==> src/rtl/jrdb_pkg.sv <==
// Shared types, constants and saturation helpers for the joint row drive-bias block.
// Used by every module under rtl; depends on nothing.
package jrdb_pkg;

  // Q31.16 data word
  localparam int Q_W = 48;
  typedef logic signed [Q_W-1:0] q48_t;

  localparam q48_t QMAX = {1'b0, {(Q_W-1){1'b1}}};
  localparam q48_t QMIN = {1'b1, {(Q_W-1){1'b0}}};

  // Spring bounds: 1e6 in Q31.16
  localparam q48_t BIG_BOUND = 48'sd65536000000;

  // Row fields
  localparam int ROW_W    = 3;
  localparam int CNT_W    = 4;
  localparam int MAX_ROWS = 8;

  // Configuration port
  localparam int ADDR_W = 6;
  localparam int DATA_W = 64;

  // Pipeline shape
  localparam int QUEUE_DEPTH = 2;
  localparam int QPTR_W      = $clog2(QUEUE_DEPTH);
  localparam int QCNT_W      = $clog2(QUEUE_DEPTH + 1);
  localparam int QMUL_LAT    = 4;
  localparam int PIPE_DEPTH  = 2 * QMUL_LAT;
  // Edges from input accept to result accept:
  // front register, queue, back pipe, output register, then the result edge
  localparam int LATENCY     = PIPE_DEPTH + 3;

  // Actuator product is 60 * d, wide enough to never wrap
  localparam int ACT_W = Q_W + 7;

  typedef enum logic [2:0] {
    MODE_NONE     = 3'd0,
    MODE_MOTOR    = 3'd1,
    MODE_SPRING   = 3'd2,
    MODE_ACTUATOR = 3'd3,
    MODE_SERVO    = 3'd4,
    MODE_AERO     = 3'd5
  } drive_mode_e;

  typedef enum logic [2:0] {
    REG_MODE   = 3'd0,
    REG_ROW    = 3'd1,
    REG_TARGET = 3'd2,
    REG_GAIN_P = 3'd3,
    REG_GAIN_S = 3'd4,
    REG_SPEED  = 3'd5,
    REG_FORCE  = 3'd6
  } cfg_reg_e;

  typedef struct packed {
    logic [2:0]       mode;
    logic [ROW_W-1:0] row;
    q48_t             target;
    q48_t             gain_p;
    q48_t             gain_s;
    q48_t             speed_cap;
    q48_t             force_cap;
  } cfg_t;

  // Classified row, as handed from front to back
  typedef struct packed {
    logic        driven;
    drive_mode_e mode;
    logic        drag_en;
    q48_t        d;
    q48_t        nbias;
    q48_t        v;
    q48_t        bias;
    q48_t        lo;
    q48_t        up;
  } item_t;

  // Saturate a 49-bit sum to the Q31.16 range
  function automatic q48_t sat49(input logic [Q_W:0] x);
    q48_t r;
    if (x[Q_W] != x[Q_W-1]) begin
      r = x[Q_W] ? QMIN : QMAX;
    end else begin
      r = x[Q_W-1:0];
    end
    return r;
  endfunction

  // Saturate the wide actuator value to the Q31.16 range
  function automatic q48_t sat_act(input logic [ACT_W-1:0] x);
    q48_t r;
    if (x[ACT_W-1:Q_W-1] == {(ACT_W-Q_W+1){x[ACT_W-1]}}) begin
      r = x[Q_W-1:0];
    end else begin
      r = x[ACT_W-1] ? QMIN : QMAX;
    end
    return r;
  endfunction

endpackage

==> src/rtl/jrdb_queue.sv <==
// Short queue of classified rows between front and back end.
// Depends on jrdb_pkg for item_t and the queue depth.
module jrdb_queue import jrdb_pkg::*; (
  input  logic  clk_i,
  input  logic  rst_ni,
  input  logic  push_i,
  input  item_t item_i,
  output logic  full_o,
  input  logic  pop_i,
  output logic  valid_o,
  output item_t item_o
);

  item_t              mem_q [QUEUE_DEPTH];
  logic [QPTR_W-1:0]  wr_ptr_q, rd_ptr_q;
  logic [QCNT_W-1:0]  cnt_q;
  logic               do_push, do_pop;

  assign full_o  = cnt_q == QCNT_W'(QUEUE_DEPTH);
  assign valid_o = cnt_q != '0;
  assign item_o  = mem_q[rd_ptr_q];
  assign do_push = push_i && !full_o;
  assign do_pop  = pop_i && valid_o;

  function automatic logic [QPTR_W-1:0] next_ptr(input logic [QPTR_W-1:0] p);
    return (p == QPTR_W'(QUEUE_DEPTH - 1)) ? '0 : p + 1'b1;
  endfunction

  // Advance pointers and fill count
  always_ff @(posedge clk_i or negedge rst_ni) begin
    if (!rst_ni) begin
      wr_ptr_q <= '0;
      rd_ptr_q <= '0;
      cnt_q    <= '0;
    end else begin
      if (do_push) begin
        wr_ptr_q <= next_ptr(wr_ptr_q);
      end
      if (do_pop) begin
        rd_ptr_q <= next_ptr(rd_ptr_q);
      end
      if (do_push && !do_pop) begin
        cnt_q <= cnt_q + 1'b1;
      end else if (do_pop && !do_push) begin
        cnt_q <= cnt_q - 1'b1;
      end
    end
  end

  always_ff @(posedge clk_i) begin
    if (do_push) begin
      mem_q[wr_ptr_q] <= item_i;
    end
  end

endmodule

==> config.mk <==
export PLATFORM = sky130hd
export DESIGN_NAME = jrdb_queue
export DESIGN_NICKNAME = d
export VERILOG_FILES = /design/src/rtl/jrdb_pkg.sv /design/src/rtl/jrdb_queue.sv
export SDC_FILE = /design/constraint.sdc
export NUM_CORES = 1
export LEC_CHECK = 0
export ABC_AREA = 0
export ABC_CLOCK_PERIOD_IN_PS = 24600
export BUFFER_PORTS_ARGS = -buffer_cell sky130_fd_sc_hd__clkbuf_2
export CAP_MARGIN = 20
export CORE_MARGIN = 2
export CORE_UTILIZATION = 35
export DETAILED_ROUTE_END_ITERATION = 7
export PLACE_DENSITY_LB_ADDON = 0.05
export REMOVE_ABC_BUFFERS = 1
export SYNTH_ARGS = -nofsm -noshare
export SYNTH_HDL_FRONTEND = slang
export SYNTH_SLANG_ARGS = --single-unit
==> constraint.sdc <==
create_clock -name clk_i -period 24.6 [get_ports clk_i]
set_clock_uncertainty 0.2 [all_clocks]
set_input_delay 3.69 -clock clk_i [delete_from_list [all_inputs] [get_ports clk_i]]
set_output_delay 3.69 -clock clk_i [all_outputs]
set_load 0.05 [all_outputs]
Word-level counts from Yosys, hierarchy flattened
Memories as Yosys holds them, arrays and structs flattened.
Cells that the tools add are included.
{ "word_totals": {"in_bits": 297, "ramBits": 586, "ff_bits": 4, "elab_cells": 24, "output_inout_bits": 295, "n_memories": 1} }
{ "mem_list": {"columns": ["name", "words", "word_bits", "rd", "rd_ports_with_merged_regs", "write_ports", "line", "text"], "rows": [
  ["mem_q", 2, 293, 1, 0, 1, "jrdb_queue.sv:14", "item_t mem_q [QUEUE_DEPTH];"]
]} }
{ "op_classes": {"reduce_logical": 9, "mux": 6, "n_eq_ne": 1, "n_addsub": 4} }
{ "op_table": {"columns": ["operator", "count"], "rows": [
  ["1-bit logical AND", 4],
  ["1-bit two-way mux", 4],
  ["2-bit two-way mux", 2],
  ["2-bit nonzero test", 2],
  ["1-bit logical NOT", 3],
  ["1-bit adder, second input constant", 2],
  ["2-bit by 1-bit adder with 2-bit output, second input constant", 1],
  ["2-bit equality test, second input constant", 1],
  ["2-bit by 1-bit subtractor with 2-bit output, second input constant", 1]
]} }

Depth between registers and ports, before layout
Gate-level depths: netlist (run 1).
{ "logic_depth": {"word_depth": 7, "depth_mapped": 7, "depth_no_buf": 7} }

Worst setup path after synthesis (run 1)
No wires, ideal clock.
{ "synth_path": {"path_kind": "input-to-reg", "from": "in push_i", "to": "mem mem_q[0][0] (netlist name), enable pin", "setup_ns": 0.952, "t_required_ns": 23.448, "path_buffers": 0, "path_stages": 2, "path_slack_ns": 7.537, "t_arrival_ns": 15.911, "cell_sequence": "nand2_1 nor2_1"} }
{ "synth_via": {"elab_chain_len": 3} }
{ "synth_rtl": {"columns": ["element", "line", "text"], "rows": [
  ["start, declared", "jrdb_queue.sv:6", "input logic push_i,"],
  ["1-bit logical AND", "jrdb_queue.sv:22", "assign do_push = push_i && !full_o;"],
  ["1-bit two-way mux", "jrdb_queue.sv:51", "if (do_push) begin"],
  ["1-bit two-way mux (implied by the code)", "jrdb_queue.sv:52", "mem_q[wr_ptr_q] <= item_i;"],
  ["end, declared", "jrdb_queue.sv:14", null]
]} }
Every way passes these cells.

==> results.py, run 1 <==
metrics = {
    "status": {
        "status": "finished clean",
    },
    "routing": {
        "drt_drc_violations_left": 0,
        "wl_per_cell_microns": 22.0,
        "drt_iter0_markers": 628,
        "wl_mm": 54.4,
        "drt_first_pass_iters": 4,
        "vias_per_cell": 4.45,
        "ant_nets": 0,
        "vias": 11000,
    },
    "yosys": {
        "ys_ff_latch": 590,
        "syn_area_sq_mm": 0.0224,
        "synth_cells": 931,
        "ys_types": 16,
        "synth_warnings": 0,
        "synth.avg_cell_area_sq_um": 24.1,
        "ys_seq_area_share_pct": 78.9,
    },
    "sta": {
        "fin_crit_ns": 9.44,
        "max-slew-margin-rel_pct": 29.6,
        "worst_slack_ns": 15.16,
        "setup_viol": 0,
        "max_freq_mhz": 106,
        "slew_violations": 0,
        "fin_tns_setup_ns": 0,
        "rsz0062_at_grt": "no",
        "timing.final.crit_share_pct": 38.4,
        "worst_pin_slew_ns": 1.06,
        "hold_viol": 0,
    },
    "floorplanning": {
        "die_y_microns": 257,
        "die_area_sq_mm": 0.0661,
        "fp.coreArea_sq_mm": 0.0632,
        "die_w_microns": 257,
        "placementRows": 92,
        "pin_count": 592,
        "initial_core_util_pct": 35.5,
    },
    "setup_path": {
        "cpMostUsedCell": "buf_4",
        "crit_arrival_ns": 5.55,
        "crit_path_cell_trace": "buf_4 > buf_4 > buf_4 > buf_4 > mux2_4 > clkbuf_2",
        "crit_path_max_fanout": 55,
        "cp.required_ns": 20.71,
        "critPathLaunchType": "register",
        "cp_top_family": "buffers and inverters",
        "slowest_delay_ns": 0.93,
        "path_buf_inv": 5,
        "critPathKind": "register to output pin",
        "cpMaxStageDelayCell": "buf_4",
        "end_kind": "output pin",
    },
    "layout": {
        "final_common_cell": "clkbuf_2",
        "drive_gt1_share_pct": 60.9,
        "area_growth_pct": 26.2,
        "most-common-layout-cells": "clkbuf_2, edfxtp_1, mux2_4",
        "fin_area_sq_mm": 0.0283,
        "final_nets": 1871,
    },
    "global_routing": {
        "grt_first_pass_wirelength_mm": 77.1,
        "track_usage_pct": 16.0,
        "grt_pass1_vias": 11400,
        "grt_max_degree": 73,
        "grt.overflow.total": 0,
        "antenna_found_initial": 17,
    },
    "placement": {
        "placed_cell_area_sq_mm": 0.0263,
        "io_buffers": 591,
        "place_hpwl_mm": 38.3,
        "dp_worst_setup_slack_ns": 15.62,
        "gp_congestion": 0.763,
    },
    "power": {
        "powerDensity_mw_per_mm2": 147,
        "vdd_drop_max_v": 0.0000922,
        "power_leakage_uw": 0.0113,
    },
    "clock_network": {
        "cts_setup_buffers": 0,
        "clock_sinks": 590,
        "clk_pin_slew_ns": 0.06,
        "cts_buffer_depth": 3,
        "root_buffer": "clkbuf_16",
        "cts_buffers": 67,
        "cts_tree": "done",
        "worstSkewPairLatency_ns": 0.57,
        "htree_levels": 3,
        "cts_hold_buf": 0,
        "post_cts_resized": 0,
    },
    "flow_run": {
        "drv_cap": 0,
    },
    "worst_hold_path": {
        "hold_path.class": "register to register",
    },
}
power breakdown:
part / switching [uW] / leakage [uW] / internal, uW
Combinational: 1250 / 0.00486 / 528
Clock: 382 / 0.000990 / 542
Sequential: 65.9 / 0.00549 / 1380
Total: 1700 / 0.0113 / 2450
cells by family (layout without fill, tap and decap cells):
logic type | Yosys count | in the layout | synth area share, %
xor gates and xnor gates | 5 | 5 | 0.195
adders and majority gates | 1 | 1 | 0.0558
buffers and inverters | 35 | 724 | 1.62
DFF | 590 | 590 | 78.9
muxes | 293 | 293 | 19.1
other | 0 | 2 | 0
and+or+nand+nor | 7 | 7 | 0.151
flip-flops by register name, summed over array words and instances, names as in the netlist:
register	count
cnt_q	2
mem_q	586
rd_ptr_q	1
wr_ptr_q	1
cell type report:
| class | instances | area, sq um |
|---|---|---|
| Antenna cell | 2 | 5.00 |
| Clock inverter | 26 | 206 |
| Clock buffer | 90 | 1830 |
| Tap cell | 846 | 1060 |
| Inverter | 2 | 7.51 |
| Sequential cell | 590 | 17700 |
| Multi-Input combinational cell | 306 | 4380 |
| Timing Repair Buffer | 606 | 3110 |
| Fill cell | 5590 | 34900 |
Yosys cell counts:
library cell  number  area, sq um
ha_1               1         12.5
buf_8              1         15.0
and3_1             1         6.26
buf_2              3         15.0
nand2b_1           1         6.26
mux2_4           260         3900
buf_6             29          327
inv_1              2         7.51
dfrtp_1            4          100
xnor2_1            3         26.3
nand2_1            2         7.51
edfxtp_1         586        17600
nor2_1             2         7.51
xor2_1             2         17.5
mux2_2            33          372
or2_2              1         6.26
per-stage QoR:
stage          utilization (%)  std cells  power, uW  hold slack (ns)
2_1_floorplan                -        898       3210            0.256
3_3_place_gp              41.5       2348       3270            0.273
3_5_place_dp              41.5       2350       3280            0.278
4_1_cts                   44.8       2466       4220            0.298
5_1_grt                   44.8       2467       4320            0.327
6_report                  44.8       2468       4150            0.294
final timing paths:
check | startpoint | to | slack (ns) | cells after the start
worst max-delay path | rd_ptr_q | item_o[233] | 15.16 | 6
worst min-delay path | cnt_q[1] | cnt_q[1] | 0.29 | 1
worst max register to register | cnt_q[0] | mem_q[1][105] | 20.21 | 5
worst min register to register | cnt_q[1] | cnt_q[1] | 0.29 | 1
max in group asynchronous | rst_ni | cnt_q[1] | 21.31 | 1
min in group asynchronous | rst_ni | rd_ptr_q | 2.72 | 1
metal layers:
metal,routed length (microns),vias up,track usage (%)
li1,-,5018,-
met1,20400,5466,18.0
met5,194,-,0
met2,27500,375,27.3
met3,5010,104,7.23
met4,1330,28,4.67
No activity file was read; power rests on OpenSTA's default activity.
==> run 2: changes to the inputs <==
--- a/config.mk
+++ b/config.mk
@@ -5,8 +5,8 @@
 export SDC_FILE = /design/constraint.sdc
 export NUM_CORES = 1
 export LEC_CHECK = 0
-export ABC_AREA = 0
-export ABC_CLOCK_PERIOD_IN_PS = 24600
+export ABC_AREA = 1
+export ABC_CLOCK_PERIOD_IN_PS = 7940
 export BUFFER_PORTS_ARGS = -buffer_cell sky130_fd_sc_hd__clkbuf_2
 export CAP_MARGIN = 20
 export CORE_MARGIN = 2
==> constraint.sdc (replaced) <==
create_clock -name clk_i -period 7.94 [get_ports clk_i]
set_clock_uncertainty 0.2 [all_clocks]
set_input_delay 1.191 -clock clk_i [delete_from_list [all_inputs] [get_ports clk_i]]
set_output_delay 1.191 -clock clk_i [all_outputs]
set_load 0.05 [all_outputs]
==> run 2 against run 1 <==
  * Clock power grew to 3.0 times the previous value
  * Sequential power increased to 3.1 times the previous value
  * Sequential share of layout area rose by 2.5 points
  * Register-to-register slack worse by 15 ns
  * Critical path type unchanged
  * Hold slack got worse by 0.083 ns
  * Total power grew to 3.1 times the previous value
  * Final cell count is 22% higher
==> results.py, run 2 <==
metrics = {
    "yosys": {
        "ys_seq_area_share_pct": 81.9,
        "yosysMostFrequentCell": "nand2_1",
        "ys_types": 15,
        "async_flop_share_pct": 0.678,
        "ys_ff_latch": 590,
        "synth_top_cell_by_area": "edfxtp_1",
        "synth_edf_count": 586,
        "synth_top_area_share_pct": 81.4,
        "synth_warnings": 0,
        "synthFlopType": "edfxtp_1",
        "netlist_top_cells_area": "edfxtp_1, nand2_1, buf_6, buf_2, dfrtp_1",
        "synth.top_cells.by_count": "nand2_1, edfxtp_1, buf_2, buf_6, buf_4",
        "synth.avg_cell_area_sq_um": 13.8,
        "syn_area_sq_mm": 0.0216,
        "synth_cells": 1562,
    },
    "routing": {
        "vias_per_cell": 4.46,
        "ant_nets": 0,
        "drt_iter0_markers": 761,
        "drt_first_pass_iters": 5,
        "wl_mm": 58.9,
        "drt_drc_violations_left": 0,
        "vias": 13400,
        "wl_per_cell_microns": 19.6,
    },
    "global_routing": {
        "grt_pass1_vias": 13000,
        "grt.overflow.total": 0,
        "grt_max_degree": 197,
        "antenna_found_initial": 22,
        "grt_first_pass_wirelength_mm": 83.0,
        "track_usage_pct": 17.8,
    },
    "power": {
        "vdd_drop_max_v": 0.000307,
        "powerDensity_mw_per_mm2": 474,
        "power_leakage_uw": 0.0117,
    },
    "clock_network": {
        "cts_buffer_depth": 3,
        "cts_hold_buf": 0,
        "worstSkewPairLatency_ns": 0.58,
        "root_buffer": "clkbuf_16",
        "post_cts_resized": 0,
        "clk_pin_slew_ns": 0.06,
        "htree_levels": 3,
        "clock_sinks": 590,
        "cts_buffers": 67,
        "cts_tree": "done",
        "cts_setup_buffers": 0,
    },
    "setup_path": {
        "rr_worst_depth": 5,
        "cpMaxStageDelayCell": "inv_8",
        "crit_path_max_fanout": 161,
        "cp.required_ns": 6.55,
        "slowest_delay_ns": 0.71,
        "r2r_slack_ns": 4.92,
        "cpMostUsedCell": "nand2_1",
        "cp-startpoint": "rd_ptr_q",
        "crit_arrival_ns": 3.23,
        "r2r_start": "cnt_q[1]",
        "crit_path_cell_trace": "inv_8 > buf_12 > nand2_1 > nand2_1 > clkbuf_2",
        "critPathKind": "register to output pin",
        "critPathLaunchType": "register",
        "end_kind": "output pin",
    },
    "layout": {
        "regMostFlops": "mem_q",
        "drive_gt1_share_pct": 31.0,
        "reg_top3": "mem_q (586), cnt_q (2)",
        "area_growth_pct": 25.9,
        "most-common-layout-cells": "nand2_1, clkbuf_2, edfxtp_1",
        "largest_reg_flops": 586,
        "final_nets": 2462,
        "fin_area_sq_mm": 0.0272,
        "stdcell_count": 3013,
        "final_common_cell": "nand2_1",
    },
    "sta": {
        "timing.final.crit_share_pct": 58.2,
        "max_freq_mhz": 216,
        "fin_crit_ns": 4.62,
        "worst_slack_ns": 3.32,
        "worst_pin_slew_ns": 1.16,
        "slew_violations": 0,
        "setup_viol": 0,
        "rsz0062_at_grt": "no",
        "final.hold.worst_slack_ns": 0.211,
        "hold_viol": 0,
        "max-slew-margin-rel_pct": 22.7,
    },
    "placement": {
        "place_hpwl_mm": 37.5,
        "io_buffers": 591,
        "dpl.cell_count": 2885,
        "gp_congestion": 0.779,
        "dp_worst_setup_slack_ns": 3.76,
        "placed_cell_area_sq_mm": 0.0252,
    },
    "flow_run": {
        "drv_cap": 0,
    },
    "worst_hold_path": {
        "hold_path.class": "input pin to asynchronous set/reset pin",
    },
    "floorplanning": {
        "die_y_microns": 253,
        "initial_core_util_pct": 35.2,
        "die_area_sq_mm": 0.0638,
        "pin_count": 592,
        "die_w_microns": 253,
        "fp.coreArea_sq_mm": 0.0614,
        "placementRows": 91,
    },
    "status": {
        "status": "finished clean",
    },
}
run 2: cell count changes in the layout (fill, tap and decap cells not counted), moves of 4 or more:
cell / delta
nand2_1: +888
mux2_4: -260
mux2_2: -33
buf_4: -11
diode_2: +11
buf_12: +5
inv_1: +4
run 2: final timing paths:
check / end
max: item_o[144]
min: cnt_q[1]
max reg2reg: mem_q[1][136]
min reg2reg: wr_ptr_q
max in group asynchronous: rd_ptr_q
min in group clk_i: wr_ptr_q
run 2: cells by family (layout without fill, tap and decap cells):
family | Yosys count | after routing | synth area share, %
adders and majority gates | 1 | 1 | 0.0579
xor gates and xnor gates | 1 | 1 | 0.0405
AOI/OAI and AO/OA | 1 | 1 | 0.0231
other | 0 | 13 | 0
DFF | 590 | 590 | 81.9
and+or+nand+nor | 896 | 896 | 15.6
buffers and inverters | 73 | 721 | 2.43
run 2: power breakdown:
| part | switching [uW] | internal, uW | leakage, uW | total (uW) |
|---|---|---|---|---|
| clock network | 1190 | 1610 | 0.000964 | 2800 |
| registers | 174 | 4260 | 0.00550 | 4430 |
| logic | 4720 | 953 | 0.00520 | 5680 |
| total | 6080 | 6820 | 0.0117 | 12900 |
run 2: metal layers:
metal	GRT usage [%]	wire (microns)	up-vias	share of wire, %
li1	-	-	6531	-
met1	20.6	22600	6407	38
met2	29.6	29700	383	50
met3	7.77	5230	91	8.9
met4	6.02	1270	22	2.1
met5	0	143	-	0.24
run 2: layout make-up:
class	instances	area [sq um]
Sequential cell	590	17700
Multi-Input combinational cell	899	3400
Clock buffer	89	1820
Antenna cell	13	32.5
Tap cell	790	988
Timing Repair Buffer	598	3070
Clock inverter	26	150
Inverter	8	45.0
Fill cell	5720	34200
run 2: through the flow:
step | total power, uW | TNS [ns] | utilization, %
3_5_place_dp | 10300 | 0 | 41.1
3_3_place_gp | 10300 | 0 | 41.1
2_1_floorplan | 9000 | -2420.64 | -
4_1_cts | 13100 | 0 | 44.3
6_report | 12900 | 0 | 44.3
5_1_grt | 13500 | 0 | 44.3
run 2: critical path, delay by kind of cell, from the launching register on:
family / cells / cell delay (ns)
buffers and inverters: 3 / 1.58
flip-flops: 1 / 0.67
AND/OR/NAND/NOR: 2 / 0.26
