[src/rtl/jrdb_pkg.sv]
// Shared types, constants and saturation helpers for the joint row drive-bias block.
// Used by every module under rtl; depends on nothing.
package jrdb_pkg;

  // Q31.16 data word
  localparam int Q_W = 48;
  typedef logic signed [Q_W-1:0] q48_t;

  localparam q48_t QMAX = {1'b0, {(Q_W-1){1'b1}}};
  localparam q48_t QMIN = {1'b1, {(Q_W-1){1'b0}}};

  // Spring bounds: 1e6 in Q31.16
  localparam q48_t BIG_BOUND = 48'sd65536000000;

  // Row fields
  localparam int ROW_W    = 3;
  localparam int CNT_W    = 4;
  localparam int MAX_ROWS = 8;

  // Configuration port
  localparam int ADDR_W = 6;
  localparam int DATA_W = 64;

  // Pipeline shape
  localparam int QUEUE_DEPTH = 2;
  localparam int QPTR_W      = $clog2(QUEUE_DEPTH);
  localparam int QCNT_W      = $clog2(QUEUE_DEPTH + 1);
  localparam int QMUL_LAT    = 4;
  localparam int PIPE_DEPTH  = 2 * QMUL_LAT;
  // Edges from input accept to result accept:
  // front register, queue, back pipe, output register, then the result edge
  localparam int LATENCY     = PIPE_DEPTH + 3;

  // Actuator product is 60 * d, wide enough to never wrap
  localparam int ACT_W = Q_W + 7;

  typedef enum logic [2:0] {
    MODE_NONE     = 3'd0,
    MODE_MOTOR    = 3'd1,
    MODE_SPRING   = 3'd2,
    MODE_ACTUATOR = 3'd3,
    MODE_SERVO    = 3'd4,
    MODE_AERO     = 3'd5
  } drive_mode_e;

  typedef enum logic [2:0] {
    REG_MODE   = 3'd0,
    REG_ROW    = 3'd1,
    REG_TARGET = 3'd2,
    REG_GAIN_P = 3'd3,
    REG_GAIN_S = 3'd4,
    REG_SPEED  = 3'd5,
    REG_FORCE  = 3'd6
  } cfg_reg_e;

  typedef struct packed {
    logic [2:0]       mode;
    logic [ROW_W-1:0] row;
    q48_t             target;
    q48_t             gain_p;
    q48_t             gain_s;
    q48_t             speed_cap;
    q48_t             force_cap;
  } cfg_t;

  // Classified row, as handed from front to back
  typedef struct packed {
    logic        driven;
    drive_mode_e mode;
    logic        drag_en;
    q48_t        d;
    q48_t        nbias;
    q48_t        v;
    q48_t        bias;
    q48_t        lo;
    q48_t        up;
  } item_t;

  // Saturate a 49-bit sum to the Q31.16 range
  function automatic q48_t sat49(input logic [Q_W:0] x);
    q48_t r;
    if (x[Q_W] != x[Q_W-1]) begin
      r = x[Q_W] ? QMIN : QMAX;
    end else begin
      r = x[Q_W-1:0];
    end
    return r;
  endfunction

  // Saturate the wide actuator value to the Q31.16 range
  function automatic q48_t sat_act(input logic [ACT_W-1:0] x);
    q48_t r;
    if (x[ACT_W-1:Q_W-1] == {(ACT_W-Q_W+1){x[ACT_W-1]}}) begin
      r = x[Q_W-1:0];
    end else begin
      r = x[ACT_W-1] ? QMIN : QMAX;
    end
    return r;
  endfunction

endpackage

[src/rtl/jrdb_front.sv]
// Front end: input register, row match and operand preparation.
// Depends on jrdb_pkg; pushes classified rows into jrdb_queue.
module jrdb_front import jrdb_pkg::*; (
  input  logic             clk_i,
  input  logic             rst_ni,
  input  cfg_t             cfg_i,
  input  logic             start,
  output logic             busy,
  input  logic [ROW_W-1:0] row_index_i,
  input  logic [CNT_W-1:0] row_total_i,
  input  q48_t             position_error_i,
  input  q48_t             bias_in_i,
  input  q48_t             lower_bound_in_i,
  input  q48_t             upper_bound_in_i,
  input  logic             full_i,
  output logic             push_o,
  output item_t            item_o
);

  logic             vld_q, vld_d;
  logic [ROW_W-1:0] idx_q;
  logic [CNT_W-1:0] cnt_q;
  q48_t             err_q, bias_q, lo_q, up_q;
  logic             accept;

  assign busy   = vld_q && full_i;
  assign accept = start && !busy;
  assign push_o = vld_q && !full_i;

  // Hold a row until the queue takes it
  always_comb begin
    vld_d = vld_q;
    if (accept) begin
      vld_d = 1'b1;
    end else if (push_o) begin
      vld_d = 1'b0;
    end
  end

  always_ff @(posedge clk_i or negedge rst_ni) begin
    if (!rst_ni) begin
      vld_q <= 1'b0;
    end else begin
      vld_q <= vld_d;
    end
  end

  always_ff @(posedge clk_i) begin
    if (accept) begin
      idx_q  <= row_index_i;
      cnt_q  <= row_total_i;
      err_q  <= position_error_i;
      bias_q <= bias_in_i;
      lo_q   <= lower_bound_in_i;
      up_q   <= upper_bound_in_i;
    end
  end

  // Classify the row and prepare operands for the back end
  logic [CNT_W-1:0] cnt_lim;
  logic             mode_ok, hit;
  drive_mode_e      mode;
  logic [Q_W:0]     diff, neg_bias, neg_force, v_ext, cap_ext, ncap_ext;
  q48_t             v_clamp;

  always_comb begin
    cnt_lim = (cnt_q > CNT_W'(MAX_ROWS)) ? CNT_W'(MAX_ROWS) : cnt_q;
    mode_ok = cfg_i.mode inside {[MODE_MOTOR:MODE_AERO]};
    mode    = drive_mode_e'(cfg_i.mode);
    hit     = (idx_q == cfg_i.row) && ({1'b0, cfg_i.row} < cnt_lim) && mode_ok;

    diff      = {cfg_i.target[Q_W-1], cfg_i.target} - {err_q[Q_W-1], err_q};
    neg_bias  = -{bias_q[Q_W-1], bias_q};
    neg_force = -{cfg_i.force_cap[Q_W-1], cfg_i.force_cap};

    // Aero: clamp velocity to the flow limit when the limit is positive
    v_ext    = {bias_q[Q_W-1], bias_q};
    cap_ext  = {cfg_i.speed_cap[Q_W-1], cfg_i.speed_cap};
    ncap_ext = -cap_ext;
    v_clamp  = bias_q;
    if ($signed(cap_ext) > 0) begin
      if ($signed(v_ext) > $signed(cap_ext)) begin
        v_clamp = cfg_i.speed_cap;
      end else if ($signed(v_ext) < $signed(ncap_ext)) begin
        v_clamp = ncap_ext[Q_W-1:0];
      end
    end

    item_o.driven  = hit;
    item_o.mode    = hit ? mode : MODE_NONE;
    item_o.drag_en = $signed(cfg_i.gain_p) > 0;
    item_o.d       = sat49(diff);
    item_o.nbias   = sat49(neg_bias);
    item_o.v       = v_clamp;
    item_o.bias    = (hit && mode == MODE_MOTOR) ? cfg_i.target : bias_q;
    if (!hit) begin
      item_o.lo = lo_q;
      item_o.up = up_q;
    end else if (mode == MODE_SPRING) begin
      item_o.lo = -BIG_BOUND;
      item_o.up = BIG_BOUND;
    end else begin
      item_o.lo = sat49(neg_force);
      item_o.up = cfg_i.force_cap;
    end
  end

endmodule

[config.mk]
export PLATFORM = sky130hd
export DESIGN_NAME = jrdb_front
export DESIGN_NICKNAME = d
export VERILOG_FILES = /design/src/rtl/jrdb_pkg.sv /design/src/rtl/jrdb_front.sv
export SDC_FILE = /design/constraint.sdc
export NUM_CORES = 1
export LEC_CHECK = 0
export BUFFER_PORTS_ARGS = -buffer_cell sky130_fd_sc_hd__buf_2
export CAP_MARGIN = 5
export CORE_AREA = 5 5 283 285
export CTS_BUF_LIST = sky130_fd_sc_hd__clkbuf_8
export CTS_CLUSTER_DIAMETER = 100
export CTS_CLUSTER_SIZE = 16
export DETAILED_ROUTE_END_ITERATION = 10
export DIE_AREA = 0 0 288 290
export PLACE_DENSITY_LB_ADDON = 0.12
export RECOVER_POWER = 50
export SYNTH_ARGS = -nofsm -noshare
export SYNTH_HDL_FRONTEND = slang
export SYNTH_SLANG_ARGS = --single-unit
[constraint.sdc]
create_clock -name clk_i -period 19.55 [get_ports clk_i]
set_input_delay 2.9325 -clock clk_i [delete_from_list [all_inputs] [get_ports clk_i]]
set_output_delay 2.9325 -clock clk_i [all_outputs]
set_load 0.01 [all_outputs]
* Word level (Yosys, flattened, before mapping) *
Index checks and enable logic that the tools add are counted.

operators by class
  add/subtract/negate cells = 4
  equality and inequality tests = 6
  reduce and logical (&&, ||, !) cells = 10
  order comparisons = 8
  mux-type cells = 16

operators by type and width
  kind                                                                   number
  48-bit 2-to-1 mux                                                      10
  96-bit 2-to-1 mux                                                      2
  49-bit negation                                                        3
  48-bit by 1-bit > comparator with 1-bit output, second input constant  2
  48-bit by 49-bit less-than comparator with 1-bit output                1
  48-bit by 48-bit subtractor with 49-bit output                         1
  48-bit > comparator                                                    1
  1-bit logical AND                                                      7
  4-bit > comparator, second input constant                              1
  3-bit by 4-bit less-than comparator with 1-bit output                  1
  4-bit 2-to-1 mux                                                       1
  3-bit by 1-bit == test with 1-bit output, second input constant        1
  3-bit by 2-bit == test with 1-bit output, second input constant        1
  3-bit == test                                                          1
  3-bit by 1-bit >= comparator with 1-bit output, second input constant  1
  3-bit less-or-equal comparator, second input constant                  1
  3-bit 2-to-1 mux                                                       1
  1-bit != test                                                          3
  1-bit logical NOT                                                      2
  1-bit 2-to-1 mux                                                       2
  2-bit nonzero test                                                     1

word-level totals
  bits of input ports = 449
  flip-flop bits (word level) = 200
  word-level logic and storage cells = 51

* Longest topological paths before layout *
Gate-level depths: netlist of the first run.

  depth after elaboration = 7
  gate-level depth with buffers = 22

* Worst setup path before layout of the first run *
No wires, ideal clock.

  kind = in2reg
  start = input full_i
  end = register bias_q[0], enable pin
  stages on the path = 2
  path buffers = 0
  path slack = 6887 ps
  arrival = 11879 ps
  required time = 18766 ps
  path through = and2_1 > nor2b_1

on the way
  longest elaborated chain between the ends = 3

RTL lines
  item                    line              RTL
  start: declaration      jrdb_front.sv:15  input logic full_i,
  1-bit logical AND       jrdb_front.sv:26  assign busy = vld_q && full_i;
  1-bit logical NOT       jrdb_front.sv:27  assign accept = start && !busy;
  1-bit logical AND       jrdb_front.sv:27
  net accept              jrdb_front.sv:24  logic accept;
  end signal: assignment  jrdb_front.sv:53  bias_q <= bias_in_i;
  end: declaration        jrdb_front.sv:23  q48_t err_q, bias_q, lo_q, up_q;

The timed path passes the listed nets, and every way through them passes these cells.
A chain may end at the register's enable or synchronous reset.

==> results.ini, run 1 <==
[critical_path]
start_kind=input port
endpoint_kind=output pin
crit_required_ns=16.62
cpMaxStageDelayCell=nand4_1
path_cells=buf_2, or3_1, nor3b_2, nand4_1, nor3_1, and3_1, nand4b_1, xnor2_1, ha_1, nand4_1, nor2_1, nand2_1, or3_1, a211oi_1, o31a_2, buf_4, a221oi_1, nand3_1, buf_2
cp_top_family=simple AND/OR/NAND/NOR gates
critPathKind=in2out
max_stage_delay_ns=0.64
crit_path_max_fanout=48
worst-path-buf-inv=3
cp.arrival_ns=9.24

[power_and_ir_drop]
vdd_drop_max_mv=0.0388
p_leak_nw=10.3
p_total_mw=1.37
p_per_area_nw_per_um2=58.6

[sta]
slew-limit-headroom_pct=-150
holdWs_ns=0.681
setup_ws_ns=7.38
setup_violations=0
max_freq_ghz=0.0822
final_hold_viol_count=0
finalSetupTns_ns=0
fin_crit_sh_pct=62.3
period_minus_slack_ns=12.17
worst_pin_slew_ns=3.74
fin_skew_ns=0.0247
grt_setup_unrepaired=no
finalMaxSlewViolations=206

[floorplanning]
io_pins=744
row_count=102
die_w_um=288
initial_core_util_pct=23.8
die_area_um2=83500
die_y_um=290
core_um2=77100

[place]
hpwl_mm=74.7
routabilityCongestion=0.898
dp_slack_ns=7.35
port_buffers=695

[clock_tree]
cts_buffers=17
clk_latency_ns=0.58
h-tree-depth=4
clkTransAtPathRegs_ns=0.14
cts_buffer_depth=2
clock-root-buffer=clkbuf_8
cts_tree=built
cts_hold_buf=0
cts_resized=0
cts_setup_buffers=0
cts.sinks=200

[logic_synthesis]
synth_cell_types=81
ys_warn_count=0
synth_edf_count=199
yosysSeqAreaShare_pct=32.7
synth_top_area_cell=edfxtp_1
async_reset_ff_share_pct=0.500
syn_inst=2092
synthesis.nets=2691
synth_seq_cells=200
netlist_area_um2=18300
synth_area_leaders=edfxtp_1, ha_1, xnor2_1
avgSynthCellArea_um2=8.76
synth-main-ff-cell=edfxtp_1
yosys.area.top_type_share_pct=32.6

[route]
antenna_left=0
routed_wl_mm=92.2
drcViolationCount=0
via_count=19178
first_pass_iters=6
viasPerCell=5.07
drtIter0Drc=1323
routedWlPerCell_um=24.4

[grt]
gr-usage-all-layers_pct=21.0
antenna_found_initial=29
grt_pass1_vias=19366
grt-ovfl-total=0
grt_pass1_wl_mm=131
grt_start_max_net_pins=119

[run_status]
status=finished with violations
violations=max-capacitance violations, max-slew violations

[layout]
nNetsFinal=3320
drive_gt1_share_pct=30.7
final_util_pct=30.3
area_delta_synth_final_pct=27.3

[worst_hold_path]
hp-class=reg2reg

[job]
maxCapViolCount=4

-- cell type report --
cell class,count,area (um^2)
Inverter,134,503
Fill cell,8476,53700
Clock inverter,15,191
Antenna cell,10,25.0
Sequential cell,200,6000
Tap cell,1040,1300
Clock buffer,17,234
Timing Repair Buffer,726,3690
Multi-Input combinational cell,1642,11400
-- final timing paths --
kind | cells past startpoint | endpoint | from | slack (ns)
worst max-delay path | 19 | item_o[159] | cfg_i[50] | 7.38
worst min-delay path | 2 | vld_q$_DFFE_PN0P_ | vld_q$_DFFE_PN0P_ | 0.68
worst max register to register | 4 | err_q[37]$_DFFE_PP_ | vld_q$_DFFE_PN0P_ | 11.11
worst min register to register | 2 | vld_q$_DFFE_PN0P_ | vld_q$_DFFE_PN0P_ | 0.68
max in group asynchronous | 1 | vld_q$_DFFE_PN0P_ | rst_ni | 17.38
min in group asynchronous | 1 | vld_q$_DFFE_PN0P_ | rst_ni | 2.09
-- metrics by stage --
stage,area [um^2],std cells
4_1_cts,23300,3774
3_5_place_dp,22900,3742
3_3_place_gp,22900,3742
6_report,23300,3784
5_1_grt,23300,3778
2_1_floorplan,18300,2092
-- per-layer routing --
layer  track usage [%]  vias up  share of wire, %
met1              24.5     9288                39
li1                  -     9034                 -
met2              38.1      724                51
met5                 0        -              0.21
met4              4.55       28               1.7
met3              6.11      104               7.7
-- logic make-up (layout without fill, tap and decap cells) --
family,count (synthesis),count (layout),synth area share [%]
multiplexers,47,47,2.88
adder cells (fa/ha/maj),152,152,10.4
XOR/XNOR,175,175,8.36
flip-flops,200,200,32.7
AND/OR/NAND/NOR,773,773,21.8
buffers and inverters,250,892,5.51
other,0,10,0
AO/OA/AOI/OAI,495,495,18.4
-- synth_stat cells (35+ instances only) --
master,n
a21o_1,65
a21oi_1,115
a22o_1,63
clkbuf_1,82
edfxtp_1,199
ha_1,149
inv_1,132
mux2_2,46
nand2_1,230
nand3_1,112
nand4_1,53
nor2_1,118
nor3_1,67
nor4_1,35
o21ai_0,39
o21ai_1,49
or4_1,45
xnor2_1,117
xor2_1,58
-- power by group --
group / internal (mW) / switching, mW / total (mW)
clock network: 0.100 / 0.205 / 0.306
logic: 0.203 / 0.335 / 0.537
registers: 0.503 / 0.0226 / 0.525
total: 0.806 / 0.563 / 1.37
-- worst register-to-register path: cells and delay by family (launching register included) --
family / cells / cell delay, ns
buffers and inverters: 2 / 5.29
DFF: 1 / 0.40
and+or+nand+nor: 2 / 2.21
-- state kept, by name (all words and copies together), names as in the netlist --
signal	flops
bias_q	48
err_q	48
lo_q	48
up_q	48
cnt_q	4
idx_q	3
vld_q	1
-- placed cells by master (no fill, tap or decap), types with 5 or more instances in the layout --
master	count
a211oi_1	22
a21o_1	64
a21oi_1	113
a221oi_1	13
a22o_1	63
a31oi_1	12
and2_1	8
and3_1	11
buf_2	684
buf_4	28
clkbuf_1	14
clkbuf_8	17
clkinv_8	5
diode_2	10
edfxtp_1	199
ha_1	149
inv_1	133
mux2_2	46
nand2_1	229
nand2b_1	15
nand3_1	111
nand3b_1	5
nand4_1	53
nor2_1	118
nor2b_1	6
nor3_1	67
nor3_2	7
nor4_1	35
o211ai_1	10
o21a_1	11
o21ai_0	38
o21ai_1	49
o21bai_1	10
o22a_1	9
o31a_1	33
o31ai_1	10
or3_1	24
or4_1	45
xnor2_1	117
xor2_1	58
No activity file was read; power rests on OpenSTA's default activity.
==> inputs of run 2 (changes only) <==
--- a/config.mk
+++ b/config.mk
@@ -7,12 +7,12 @@
 export LEC_CHECK = 0
 export BUFFER_PORTS_ARGS = -buffer_cell sky130_fd_sc_hd__buf_2
 export CAP_MARGIN = 5
-export CORE_AREA = 5 5 283 285
+export CORE_AREA = 5 5 285 287
 export CTS_BUF_LIST = sky130_fd_sc_hd__clkbuf_8
 export CTS_CLUSTER_DIAMETER = 100
 export CTS_CLUSTER_SIZE = 16
 export DETAILED_ROUTE_END_ITERATION = 10
-export DIE_AREA = 0 0 288 290
+export DIE_AREA = 0 0 290 292
 export PLACE_DENSITY_LB_ADDON = 0.12
 export RECOVER_POWER = 50
 export SYNTH_ARGS = -nofsm -noshare
==> constraint.sdc (replaced) <==
create_clock -name clk_i -period 12.2 [get_ports clk_i]
set_input_delay 1.83 -clock clk_i [delete_from_list [all_inputs] [get_ports clk_i]]
set_output_delay 1.83 -clock clk_i [all_outputs]
set_load 0.01 [all_outputs]
==> run 2 against run 1 <==
The run still ends with max-capacitance violations, max-slew violations left; routed wire length shrank 0.73%; global-route usage shrank 0.44 points; largest cell class unchanged; critical endpoint is now item_o[161]; clock power grew 50%.
==> results.ini, run 2 (synthesis gave the netlist of run 1 again) <==
[route]
antenna_left=0  ; unchanged
routedWlPerCell_um=24.1  ; -1.3%
viasPerCell=5.03  ; -0.81%
drtIter0Drc=1189  ; -10%
via_count=19128  ; -0.26%
first_pass_iters=5  ; -1
drcViolationCount=0  ; unchanged
routed_wl_mm=91.6  ; -0.73%

[place]
port_buffers=695  ; unchanged
routabilityCongestion=0.887  ; -1.2%
dpl_cell_area_um2=22900  ; +0.12%
hpwl_mm=74.5  ; -0.19%

[floorplanning]
die_area_um2=84700  ; +1.4%
core_um2=78400  ; +1.6%
initial_core_util_pct=23.4  ; -0.39 points
die_y_um=292  ; +0.69%
row_count=103  ; +0.98%
die_w_um=290  ; +0.69%
io_pins=744  ; unchanged

[sta]
finalSetupTns_ns=0  ; unchanged
slew-limit-headroom_pct=-166  ; -16 points
worst_pin_slew_ns=3.98  ; +0.239 ns
grt_setup_unrepaired=no
final_hold_viol_count=0  ; unchanged
period_minus_slack_ns=9.80
fin_skew_ns=0.0231  ; -0.00165 ns
max_freq_ghz=0.102
finalMaxSlewViolations=202  ; -1.9%
setup_violations=0  ; unchanged
fin_crit_sh_pct=80.3

[layout]
final_common_cell=buf_2
area_delta_synth_final_pct=27.3  ; unchanged
stdcell_area_um2=23300  ; unchanged
layout_common_cells=buf_2, nand2_1, edfxtp_1
nNetsFinal=3321  ; +0.030%
drive_gt1_share_pct=30.6  ; -0.084 points

[run_status]
status=finished with violations
violations=max-capacitance violations, max-slew violations

[clock_tree]
cts_tree=built
cts_buffers=17  ; unchanged
clkTransAtPathRegs_ns=0.12  ; -0.02 ns
clk_latency_ns=0.64  ; +0.06 ns
cts_buffer_depth=2  ; unchanged
cts_hold_buf=0  ; unchanged
h-tree-depth=4  ; unchanged
clock-root-buffer=clkbuf_8
cts.sinks=200  ; unchanged
cts_resized=0  ; unchanged
cts_setup_buffers=0  ; unchanged

[power_and_ir_drop]
p_leak_nw=10.3  ; -0.18%
p_per_area_nw_per_um2=92.6  ; +58%
vdd_drop_max_mv=0.0717  ; +85%

[grt]
antenna_found_initial=32  ; +10%
grt_pass1_wl_mm=132  ; +0.26%
grt_start_max_net_pins=147  ; +24%
grt_pass1_vias=19558  ; +0.99%
gr-usage-all-layers_pct=20.6  ; -0.44 points
grt-ovfl-total=0  ; unchanged

[critical_path]
start_kind=input port
crit_required_ns=10.37  ; -6.25 ns
cp.arrival_ns=7.97  ; -1.27 ns
rrSetupSlack_ns=5.21  ; -5.90 ns
crit_path_max_fanout=46  ; -4.2%
critPathKind=in2out
endpoint_kind=output pin

[worst_hold_path]
hp-class=reg2reg

[job]
maxCapViolCount=2  ; -2

-- run 2: cell count changes in the layout (fill, tap and decap cells not counted), sizes merged --
| cell | delta |
|---|---|
| buf | -2 |
| clkbuf | +3 |
| inv | -2 |
| diode | +10 |
| clkinvlp | +2 |
-- run 2: final cells by class --
class / instances / area (um^2)
fillers: 8612 / 55000
multi-input cells: 1642 / 11400
flip-flops and latches: 200 / 6000
repair buffers: 727 / 3690
well taps: 1050 / 1310
inverters: 134 / 503
clock buffers: 17 / 234
clock inverters: 15 / 144
diodes: 20 / 50.0
-- run 2: metal layers --
| layer | global-route usage (%) | part of all wire, % | up-vias |
|---|---|---|---|
| li1 | - | - | 9053 |
| met1 | 24.2 | 40 | 9254 |
| met2 | 36.5 | 50 | 683 |
| met3 | 5.38 | 6.8 | 120 |
| met4 | 6.79 | 2.6 | 18 |
| met5 | 0 | 0.14 | - |
-- run 2: final timing paths --
kind	from	to	cells past startpoint
worst min register to register	vld_q$_DFFE_PN0P_	vld_q$_DFFE_PN0P_	2
worst min-delay path	vld_q$_DFFE_PN0P_	vld_q$_DFFE_PN0P_	2
min in group asynchronous	rst_ni	vld_q$_DFFE_PN0P_	1
worst max-delay path	cfg_i[57]	item_o[161]	19
max in group asynchronous	rst_ni	vld_q$_DFFE_PN0P_	1
worst max register to register	vld_q$_DFFE_PN0P_	err_q[45]$_DFFE_PP_	4
-- run 2: where the power goes --
part	total (mW)	switching, mW	internal (mW)
combinational	0.861	0.537	0.325
sequential	0.841	0.0344	0.807
clock	0.459	0.309	0.150
-- run 2: critical path, cell delays in order --
cell and delay [ns]:
buf_2 0.13, or4_4 0.57, nor4_4 0.39, nand4_1 0.57, nor3_1 0.62, and3_1 0.34, nand4b_1 0.14, xnor2_1 0.17
ha_1 0.32, nand4_1 0.09, nor2_1 0.10, nand2_1 0.09, or3_1 0.42, a211oi_1 0.46, o31a_2 0.66, buf_4 0.53
a221oi_1 0.20, nand3_1 0.18, buf_2 0.16
-- run 2: per-stage QoR --
step / hold WS [ns] / power [mW] / setup WS, ns / instances / util, %
3_3_place_gp: 0.661 / 1.72 / 2.49 / 3753 / 29.3
6_report: 0.760 / 2.16 / 2.40 / 3805 / 29.8
5_1_grt: 0.793 / 2.30 / 1.87 / 3794 / 29.8
2_1_floorplan: 0.654 / 1.32 / 0.639 / 2092 / -
4_1_cts: 0.716 / 2.20 / 2.41 / 3785 / 29.8
3_5_place_dp: 0.693 / 1.72 / 2.44 / 3753 / 29.3
==> inputs of run 3 (changes only) <==
--- a/config.mk
+++ b/config.mk
@@ -5,14 +5,15 @@
 export SDC_FILE = /design/constraint.sdc
 export NUM_CORES = 1
 export LEC_CHECK = 0
+export ABC_AREA = 1
 export BUFFER_PORTS_ARGS = -buffer_cell sky130_fd_sc_hd__buf_2
 export CAP_MARGIN = 5
-export CORE_AREA = 5 5 285 287
+export CORE_AREA = 5 5 283 285
 export CTS_BUF_LIST = sky130_fd_sc_hd__clkbuf_8
 export CTS_CLUSTER_DIAMETER = 100
 export CTS_CLUSTER_SIZE = 16
 export DETAILED_ROUTE_END_ITERATION = 10
-export DIE_AREA = 0 0 290 292
+export DIE_AREA = 0 0 288 290
 export PLACE_DENSITY_LB_ADDON = 0.12
 export RECOVER_POWER = 50
 export SYNTH_ARGS = -nofsm -noshare
==> constraint.sdc (replaced) <==
create_clock -name clk_i -period 8.43 [get_ports clk_i]
set_input_delay 1.2645 -clock clk_i [delete_from_list [all_inputs] [get_ports clk_i]]
set_output_delay 1.2645 -clock clk_i [all_outputs]
set_load 0.01 [all_outputs]
==> run 3 against run 2 <==
The run still ends with max-capacitance violations, max-slew violations left; clock skew grew 0.0071 ns; synthesized cell count grew 41%; area after synthesis grew 8.9%; routed wire length grew 19%; combinational power grew 59%; highest routed layer unchanged; clock power grew 53%; total power grew 52%; critical path depth grew 7.
==> results.ini, run 3 <==
[clock_tree]
clk_latency_ns=0.63  ; about the same
cts_buffer_depth=2  ; unchanged
cts_hold_buf=0  ; unchanged
cts_buffers=17  ; unchanged
h-tree-depth=4  ; unchanged
cts_setup_buffers=0  ; unchanged
cts_resized=0  ; unchanged
clkTransAtPathRegs_ns=0.12  ; about the same
cts.sinks=200  ; unchanged
cts_tree=built
clock-root-buffer=clkbuf_8

[sta]
slew-limit-headroom_pct=-164  ; +1.9 points
worst_pin_slew_ns=3.95  ; -0.0283 ns
final_hold_viol_count=0  ; unchanged
finalMaxSlewViolations=204  ; +0.99%
fin_skew_ns=0.0301  ; +0.00706 ns
grt_setup_unrepaired=no
period_minus_slack_ns=7.01
fin_crit_sh_pct=83.1
finalSetupTns_ns=0  ; unchanged
max_freq_ghz=0.143
holdWs_ns=0.410  ; -0.350 ns
setup_violations=0  ; unchanged

[power_and_ir_drop]
sw_frac_of_total_pct=43.7  ; +3.0 points
intPower_mw=1.85  ; +44%
seq_power_share_pct=36.9  ; -2.0 points
p_switching_mw=1.44  ; +63%
vdd_drop_max_mv=0.0933  ; +30%
combPwrFrac_pct=41.7  ; +1.8 points
p_total_mw=3.28  ; +52%
clkPwrFrac_pct=21.4  ; +0.2 points
p_per_area_nw_per_um2=132  ; +42%
p_leak_nw=12.3  ; +19%

[grt]
antenna_found_initial=26  ; -19%
gr-usage-all-layers_pct=25.0  ; +4.4 points
grt_start_max_net_pins=78  ; -47%
grt-ovfl-total=0  ; unchanged
grt_pass1_vias=22497  ; +15%
grt_pass1_wl_mm=153  ; +16%

[critical_path]
rrSetupSlack_ns=1.95  ; -3.26 ns
cpMaxStageDelayCell=nor3_1
crit_path_max_fanout=49  ; +6.5%
crit_required_ns=7.17  ; -3.20 ns
max_stage_delay_ns=0.53  ; -0.13 ns
cpMostUsedCell=nand2_1
cp.arrival_ns=5.74  ; -2.23 ns
endpoint_kind=output pin
critPathKind=in2out
start_kind=input port

[logic_synthesis]
yosysMostFrequentCell=nand2_1
avgSynthCellArea_um2=6.76  ; -23%
async_reset_ff_share_pct=0.500  ; unchanged
synth_commonest_cells=nand2_1, inv_1, nor2_1
synth_top_area_cell=edfxtp_1
synth_area_leaders=edfxtp_1, nand2_1, ha_1
yosysSeqAreaShare_pct=30.1  ; -2.7 points
netlist_area_um2=20000  ; +8.9%
synth_cell_types=43  ; -47%
synthesis.nets=3550  ; +32%
synth_edf_count=199  ; unchanged
synth_seq_cells=200  ; unchanged
synth-main-ff-cell=edfxtp_1
yosys.area.top_type_share_pct=29.9  ; -2.7 points
syn_inst=2951  ; +41%
ys_warn_count=0  ; unchanged

[route]
antenna_left=0  ; unchanged
drcViolationCount=0  ; unchanged
routedWlPerCell_um=23.4  ; -3.0%
routed_wl_mm=109  ; +19%
first_pass_iters=5  ; unchanged
drtIter0Drc=1497  ; +26%
viasPerCell=4.78  ; -5.0%
via_count=22292  ; +17%

[layout]
final_util_pct=32.4  ; +2.6 points
nNetsFinal=4201  ; +26%
final_common_cell=nand2_1
area_delta_synth_final_pct=24.9
drive_gt1_share_pct=21.1  ; -9.5 points
layout_common_cells=nand2_1, buf_2, inv_1
stdcell_area_um2=24900  ; +6.9%

[floorplanning]
die_area_um2=83500  ; -1.4%
core_um2=77100  ; -1.6%
die_y_um=290  ; -0.68%
row_count=102  ; -0.97%
die_w_um=288  ; -0.69%
initial_core_util_pct=25.9  ; +2.5 points
io_pins=744  ; unchanged

[place]
hpwl_mm=93.0  ; +25%
routabilityCongestion=0.943  ; +6.3%
port_buffers=695  ; unchanged
dpl_cell_area_um2=24500  ; +6.9%

[worst_hold_path]
hp-class=in2async

[job]
maxCapViolCount=3  ; +1

[run_status]
status=finished with violations
violations=max-capacitance violations, max-slew violations

## run 3: critical path: cells and delay by family
kind          cells  cell delay, ns
xor+xnor          1            0.19
simple gates     14            2.06
buf+inv           9            1.46
fa+ha+maj         2            0.76
## run 3: per-stage QoR
| step | cells | setup WS [ns] |
|---|---|---|
| 6_report | 4666 | 1.42 |
| 5_1_grt | 4660 | 0.947 |
| 4_1_cts | 4655 | 1.43 |
| 3_5_place_dp | 4623 | 1.45 |
| 3_3_place_gp | 4623 | 1.51 |
| 2_1_floorplan | 2951 | 1.38 |
## run 3: per-layer routing
| metal | GRT usage (%) | share of wire [%] |
|---|---|---|
| met3 | 7.31 | 8.3 |
| met1 | 29.9 | 40 |
| met5 | 0 | 0.096 |
| met4 | 8.18 | 3.5 |
| met2 | 43.0 | 48 |
## run 3: power by group through the flow
stage	Sequential, mW	Clock [mW]	Combinational, mW
finish	1.21	0.704	1.37
floorplan	1.21	0	0.749
global route	1.22	0.768	1.51
global placement	1.23	0	1.37
detailed placement	1.23	0	1.37
CTS	1.21	0.744	1.38
## run 3: worst paths after layout
path | start | end | cells past startpoint
worst min register to register | vld_q$_DFFE_PN0P_ | vld_q$_DFFE_PN0P_ | 2
worst max-delay path | cfg_i[48] | item_o[156] | 26
worst min-delay path | rst_ni | vld_q$_DFFE_PN0P_ | 1
worst max register to register | vld_q$_DFFE_PN0P_ | err_q[45]$_DFFE_PP_ | 5
min in group clk_i | vld_q$_DFFE_PN0P_ | vld_q$_DFFE_PN0P_ | 2
max in group asynchronous | rst_ni | vld_q$_DFFE_PN0P_ | 1
## run 3: cell type report
type | count | area [um^2]
antenna | 11 | 27.5
clock buffer | 17 | 234
clock inverter | 15 | 175
fill | 8928 | 52100
inverter | 408 | 1530
multi-input combinational | 2257 | 12100
sequential | 200 | 6000
tap | 1040 | 1300
timing repair buffer | 718 | 3610
## run 3: kinds of logic (layout without fill, tap and decap cells)
family,Yosys count,in the layout,synth area share (%)
simple gates,1566,1566,33.6
buf+inv,494,1158,9.70
compound gates,369,369,9.65
other cells,0,11,0
fa+ha+maj,150,150,9.44
xor+xnor,172,172,7.55
flops,200,200,30.1
